### config.mk
export PLATFORM = sky130hd
export DESIGN_NAME = epm_front
export DESIGN_NICKNAME = d
export VERILOG_FILES = /design/src/rtl/epm_pkg.sv /design/src/rtl/epm_front.sv
export SDC_FILE = /design/constraint.sdc
export NUM_CORES = 1
export LEC_CHECK = 0
export BUFFER_PORTS_ARGS = -buffer_cell sky130_fd_sc_hd__buf_2
export CAP_MARGIN = 40
export CORE_ASPECT_RATIO = 0.6
export CORE_UTILIZATION = 57
export DETAILED_ROUTE_END_ITERATION = 7
export GPL_TIMING_DRIVEN = 0
export PLACE_DENSITY = 0.85
export SLEW_MARGIN = 25
export SYNTH_ARGS = -nofsm -noshare
export SYNTH_HDL_FRONTEND = slang
export SYNTH_SLANG_ARGS = --single-unit
### constraint.sdc
create_clock -name i_clk -period 27.7 [get_ports i_clk]
set_input_delay 2.77 -clock i_clk [delete_from_list [all_inputs] [get_ports i_clk]]
set_output_delay 2.77 -clock i_clk [all_outputs]
set_load 0.005 [all_outputs]
### src/rtl/epm_pkg.sv
package epm_pkg;

    localparam int CordicSteps = 16;
    localparam int AtanEntries = 24;
    localparam int NSteps = (CordicSteps > AtanEntries) ? AtanEntries : CordicSteps;

    localparam logic signed [33:0] CordicX0 = 34'sd652032874;
    localparam logic signed [33:0] OneQ30 = 34'sd1073741824;

    typedef logic signed [33:0] t_cval;

    typedef struct packed {
        logic signed [15:0] angle_x;
        logic signed [15:0] angle_y;
        logic signed [15:0] angle_z;
        logic signed [31:0] pos_x;
        logic signed [31:0] pos_y;
        logic signed [31:0] pos_z;
    } t_pose;

    typedef struct packed {
        logic signed [15:0] m00;
        logic signed [15:0] m01;
        logic signed [15:0] m02;
        logic signed [31:0] tx;
        logic signed [15:0] m10;
        logic signed [15:0] m11;
        logic signed [15:0] m12;
        logic signed [31:0] ty;
        logic signed [15:0] m20;
        logic signed [15:0] m21;
        logic signed [15:0] m22;
        logic signed [31:0] tz;
    } t_matrix;

    // Front-end classification: nearest quadrant and residual per axis.
    typedef struct packed {
        logic [1:0] q_x;
        logic [1:0] q_y;
        logic [1:0] q_z;
        logic signed [15:0] r_x;
        logic signed [15:0] r_y;
        logic signed [15:0] r_z;
        logic signed [31:0] pos_x;
        logic signed [31:0] pos_y;
        logic signed [31:0] pos_z;
    } t_job;

    function automatic logic signed [32:0] atan_entry(input int idx);
        logic signed [32:0] v;
        unique case (idx)
            0: v = 33'sd536870912;
            1: v = 33'sd316933406;
            2: v = 33'sd167458907;
            3: v = 33'sd85004756;
            4: v = 33'sd42667331;
            5: v = 33'sd21354465;
            6: v = 33'sd10679838;
            7: v = 33'sd5340245;
            8: v = 33'sd2670163;
            9: v = 33'sd1335087;
            10: v = 33'sd667544;
            11: v = 33'sd333772;
            12: v = 33'sd166886;
            13: v = 33'sd83443;
            14: v = 33'sd41722;
            15: v = 33'sd20861;
            16: v = 33'sd10430;
            17: v = 33'sd5215;
            18: v = 33'sd2608;
            19: v = 33'sd1304;
            20: v = 33'sd652;
            21: v = 33'sd326;
            22: v = 33'sd163;
            default: v = 33'sd81;
        endcase
        return v;
    endfunction

    function automatic logic signed [15:0] to_q14(input logic signed [63:0] v60);
        logic signed [63:0] v;
        v = (v60 + (64'sd1 <<< 45)) >>> 46;
        if (v < -64'sd16384) begin
            v = -64'sd16384;
        end else if (v > 64'sd16384) begin
            v = 64'sd16384;
        end
        return v[15:0];
    endfunction

endpackage

### src/rtl/epm_front.sv
module epm_front (
    input  logic          i_clk,
    input  logic          i_rst_n,
    input  logic          i_valid,
    output logic          o_ready,
    input  epm_pkg::t_pose i_pose,
    output logic          o_valid,
    input  logic          i_ready,
    output epm_pkg::t_job o_job
);
    import epm_pkg::*;

    // Two-entry skid queue between the classifier and the back end.
    t_job r_q0, r_q1, n_job;
    logic r_v0, r_v1;

    function automatic logic [1:0] quad(input logic [15:0] a);
        logic [15:0] t;
        t = a + 16'h2000;
        return t[15:14];
    endfunction

    function automatic logic [15:0] resid(input logic [15:0] a, input logic [1:0] q);
        return a - {q, 14'd0};
    endfunction

    always_comb begin
        n_job.q_x = quad(i_pose.angle_x);
        n_job.q_y = quad(i_pose.angle_y);
        n_job.q_z = quad(i_pose.angle_z);
        n_job.r_x = resid(i_pose.angle_x, n_job.q_x);
        n_job.r_y = resid(i_pose.angle_y, n_job.q_y);
        n_job.r_z = resid(i_pose.angle_z, n_job.q_z);
        n_job.pos_x = i_pose.pos_x;
        n_job.pos_y = i_pose.pos_y;
        n_job.pos_z = i_pose.pos_z;
    end

    assign o_ready = !r_v1;
    assign o_valid = r_v0;
    assign o_job = r_q0;

    always_ff @(posedge i_clk) begin
        if (!i_rst_n) begin
            r_v0 <= 1'b0;
            r_v1 <= 1'b0;
        end else begin
            logic push, pop;
            push = i_valid && o_ready;
            pop = r_v0 && i_ready;
            if (pop) begin
                if (r_v1) begin
                    r_q0 <= r_q1;
                    r_v1 <= 1'b0;
                    if (push) begin
                        r_q1 <= n_job;
                        r_v1 <= 1'b1;
                    end
                end else if (push) begin
                    r_q0 <= n_job;
                end else begin
                    r_v0 <= 1'b0;
                end
            end else if (push) begin
                if (r_v0) begin
                    r_q1 <= n_job;
                    r_v1 <= 1'b1;
                end else begin
                    r_q0 <= n_job;
                    r_v0 <= 1'b1;
                end
            end
        end
    end
endmodule

### Word level (Yosys, flattened, before mapping)

Cells that the tools add are included.

* add/sub/neg operators: 6
* $mul: 0
* div/mod/pow operators: 0
* order comparisons: 0
* equality and inequality tests: 4
* shift-type cells: 0
* mux-type cells: 18
* bitwise logic cells: 0
* reductions and logical operators: 10

Operators with widths (count)
* 150-bit two-way mux: 9
* 16-bit by 14-bit adder with 16-bit output, second input constant: 3
* 16-bit subtractor: 3
* 1-bit two-way mux: 9
* 4-bit AND reduction: 2
* 2-bit != test, second input constant: 3
* 2-bit nonzero test: 3
* 3-bit AND reduction: 1
* 1-bit logical AND: 2
* 2-bit by 1-bit != test with 1-bit output, second input constant: 1
* 2-bit AND reduction: 1
* 1-bit logical NOT: 1

* bits in registers: 302
* bits in latches: 0
* bits in writable memories: 0
* memory bits (read-only): 0
* input bits: 148
* output and inout bits: 152
* word-level logic and storage cells: 58
* memories kept: 0

### Longest topological paths before layout

* depth in word-level cells: 5
* gate-level depth with buffers: 5
* depth with buffers taken out: 5

### Least setup slack after synthesis

Ideal clock, no wire load.

* kind: input to register
* from: input i_ready
* to: register r_q1[0] in the netlist's numbering (enable)
* setup time: 845 ps
* data arrival time: 13106 ps
* data required time: 26855 ps
* setup slack: 13749 ps
* stages: 1
* buffers on the path: 0
* path through: nor3_1

* word-level cells in the longest chain between the ends: 3
* elaborated cells between the ends (all ways): 4
* those cells by class: 1 x eq/ne; 3 x reduce/logical

RTL lines
* start, declared: RTL line epm_front.sv:8 `input logic i_ready,`
* 1-bit logical AND (*): RTL line epm_front.sv:50 `pop = r_v0 && i_ready;`
* 2-bit != test (no line) / 2-bit nonzero test (equally long branches)
* 4-bit AND reduction (no line) (*)
* end signal, assigned: RTL line epm_front.sv:56 `r_q1 <= n_job;`
* end signal, assigned: RTL line epm_front.sv:66 `r_q1 <= n_job;`
* end, declared: RTL line epm_front.sv:14 `t_job r_q0, r_q1, n_job;`

Mark *: on every way between the ends. The rest lies on a longest branch, timed or not.
A chain may end at the register's enable or synchronous reset.

### Worst setup path in the final report

* from: input i_valid
* to: register r_q1[103] in the netlist's numbering (enable)

* word-level cells in the longest chain between the ends: 2

RTL lines
* start, declared: RTL line epm_front.sv:4 `input logic i_valid,`
* 1-bit logical AND: RTL line epm_front.sv:49 `push = i_valid && o_ready;`
* 4-bit AND reduction (no line)

No other way between the ends.

==> flow_summary.ini <==
[drt]
wl_mm = 23.3
drtIter0Drc = 464
drt-pass1-iter-count = 5
via_per_inst = 5.15
ant_nets = 0
routedWlPerCell_um = 20.0
drc_errors = 0
vias = 5996

[global_route]
grt-ovfl-total = 0
grt_pass1_vias = 6120
grt_max_degree = 54
grt_first_pass_wirelength_mm = 34.8
antenna_found_initial = 3
track_usage = 0.215

[clock_network]
cts_root_buffer = clkbuf_16
cts_resized = 0
cts_buffer_depth = 3
cts.sinks = 302
numCtsBuffers = 26
clk-insertion-delay-late_ns = 0.52
cts_hold_buffers = 0
post_cts_buffers = 0
clkTransAtPathRegs_ns = 0.06
cts_max_level = 1
cts_tree = yes

[layout]
area_delta_synth_final_pct = 24.3
final_cell_area_mm2 = 0.0146
drive_gt1_frac = 0.579
n_fill_cell = 1205
ff_latch_area_mm2 = 0.00905
final_core_utilization = 0.728
nets = 1025
multi_input_area_mm2 = 0.00240

[sta]
hold_violations = 0
max_slew_margin = 0.603
fin_crit_sh = 0.171
fin_ws_ns = 22.95
fin_skew_ns = 0.00699
max_freq_mhz = 211
final-setup-viol-count = 0
fin_hold_ws_ns = 0.549
setup_tns_ns = 0
maxSlewViolCount = 0
rsz0062_at_grt = false
tightest_slew_ns = 0.592
finalCriticalPeriod_ns = 4.75

[logic_synthesis]
ys_seq_area_frac = 0.771
synthTopCellsByArea = edfxtp_1 77%, mux2_4 16%, buf_12 1.7%, mux2_2 1.6%, ha_1 0.64%
ys_ff_latch = 302
synth_warnings = 0
synth_common_cells = 300 x edfxtp_1, 124 x mux2_4, 17 x mux2_2
yosysTopAreaCell = edfxtp_1
synth_most_common_cell = edfxtp_1
syn_inst = 523
async_flop_share = 0
synthesis.area_mm2 = 0.0117
synth_ff_type = edfxtp_1
synth_edf_count = 300
syn_area_per_cell_um2 = 22.5
synth_cell_types = 23
syn_nets = 677
yosysTopAreaCellShare = 0.767

[floorplanning]
start_util = 0.585
die_area_mm2 = 0.0212
coreArea_mm2 = 0.0201
ios = 300
row_count = 40
die_height_um = 113
die_w_um = 187

[placed_design]
place_hpwl_mm = 16.8
io_buffer_count = 299
dpl_cell_area_mm2 = 0.0138
routabilityCongestion = 0.781
pre_cts_slack_ns = 22.41

[worst_hold_path]
hold_class = reg -> reg

[power]
power.density_mw_per_mm2 = 63.9
p_leak_uw = 0.00606
ir_drop_mv = 0.0556

[setup_path]
start_kind = input pin
arrival_ns = 4.98
critPathCaptureType = register
critPathMaxFanout = 10
critical_path_class = in -> reg
required_ns = 27.94

[outcome]
status = completed

[job]
cap_violations = 0
placed cells by master, fill, tap and decap left out:
master,instances
a211oi_1,3
a21boi_0,1
a21oi_1,10
buf_12,11
buf_16,2
buf_2,300
buf_4,16
buf_6,7
bufinv_16,1
clkbuf_1,5
clkbuf_16,27
clkinv_1,8
clkinv_2,5
clkinvlp_4,1
dfxtp_1,2
diode_2,3
edfxtp_1,300
ha_1,6
inv_1,10
mux2_2,17
mux2_4,124
nand2_1,7
nand3_2,1
nor2_1,7
nor2b_1,3
nor3_2,1
o211a_4,1
o21ai_0,5
xnor2_1,3
xor2_1,4
power breakdown:
part / switching (uW) / total [uW] / internal (uW)
clock network: 154 / 339 / 185
logic: 31.5 / 66.8 / 35.3
registers: 4.16 / 526 / 522
total: 190 / 933 / 743
routing by layer:
metal  part of all wire  wire (um)  global-route usage
met5             0.0015         35                   0
met2               0.47      11000               0.349
met4              0.014        326              0.0404
met3              0.099       2320              0.0744
met1               0.41       9610               0.286
metrics by stage:
stage                     std cells  power, uW
final                          1164        933
after global routing           1161        961
after CTS                      1161        939
after detailed placement       1116        603
after global placement         1095        601
after floorplan                 523        570
path summary, 6_finish.rpt:
check | startpoint | endpoint | slack (ns) | cells past startpoint
min reg2reg | r_q1[50]$_DFFE_PP_ | o_job[50]$_DFFE_PP_ | 0.55 | 1
min | r_q1[50]$_DFFE_PP_ | o_job[50]$_DFFE_PP_ | 0.55 | 1
max reg2reg | o_valid$_SDFFE_PN0P_ | r_q1[103]$_DFFE_PP_ | 24.83 | 10
max | i_valid | r_q1[103]$_DFFE_PP_ | 22.95 | 11
critical path: stages:
cell	delay, ns
buf_2	0.11
nand2_1	0.08
nor3_2	0.50
buf_6	0.23
buf_4	0.20
buf_4	0.20
buf_4	0.19
buf_4	0.19
buf_4	0.19
buf_6	0.16
buf_6	0.14
registers in the layout, indices dropped and copies added, names as in the netlist:
| signal | cells |
|---|---|
| o_job | 150 |
| r_q1 | 150 |
| o_valid | 1 |
| r_v1 | 1 |
cell families after synthesis:
kind of cell	after synthesis	share of synthesized area
adder cells (fa/ha/maj)	6	0.00639
AO/OA/AOI/OAI	20	0.00980
AND/OR/NAND/NOR	19	0.00735
multiplexers	141	0.175
buffers and inverters	28	0.0258
flip-flops	302	0.771
XOR/XNOR	7	0.00522
final cells by class:
cell class | count | area share
antenna | 3 | 0.000514
inverter | 10 | 0.00257
tap | 273 | 0.0234
clock buffer | 30 | 0.0470
multi-input combinational | 193 | 0.165
timing repair buffer | 320 | 0.118
clock inverter | 15 | 0.00634
sequential | 302 | 0.620
buffer | 18 | 0.0182
(Power assumes the default switching activity.)
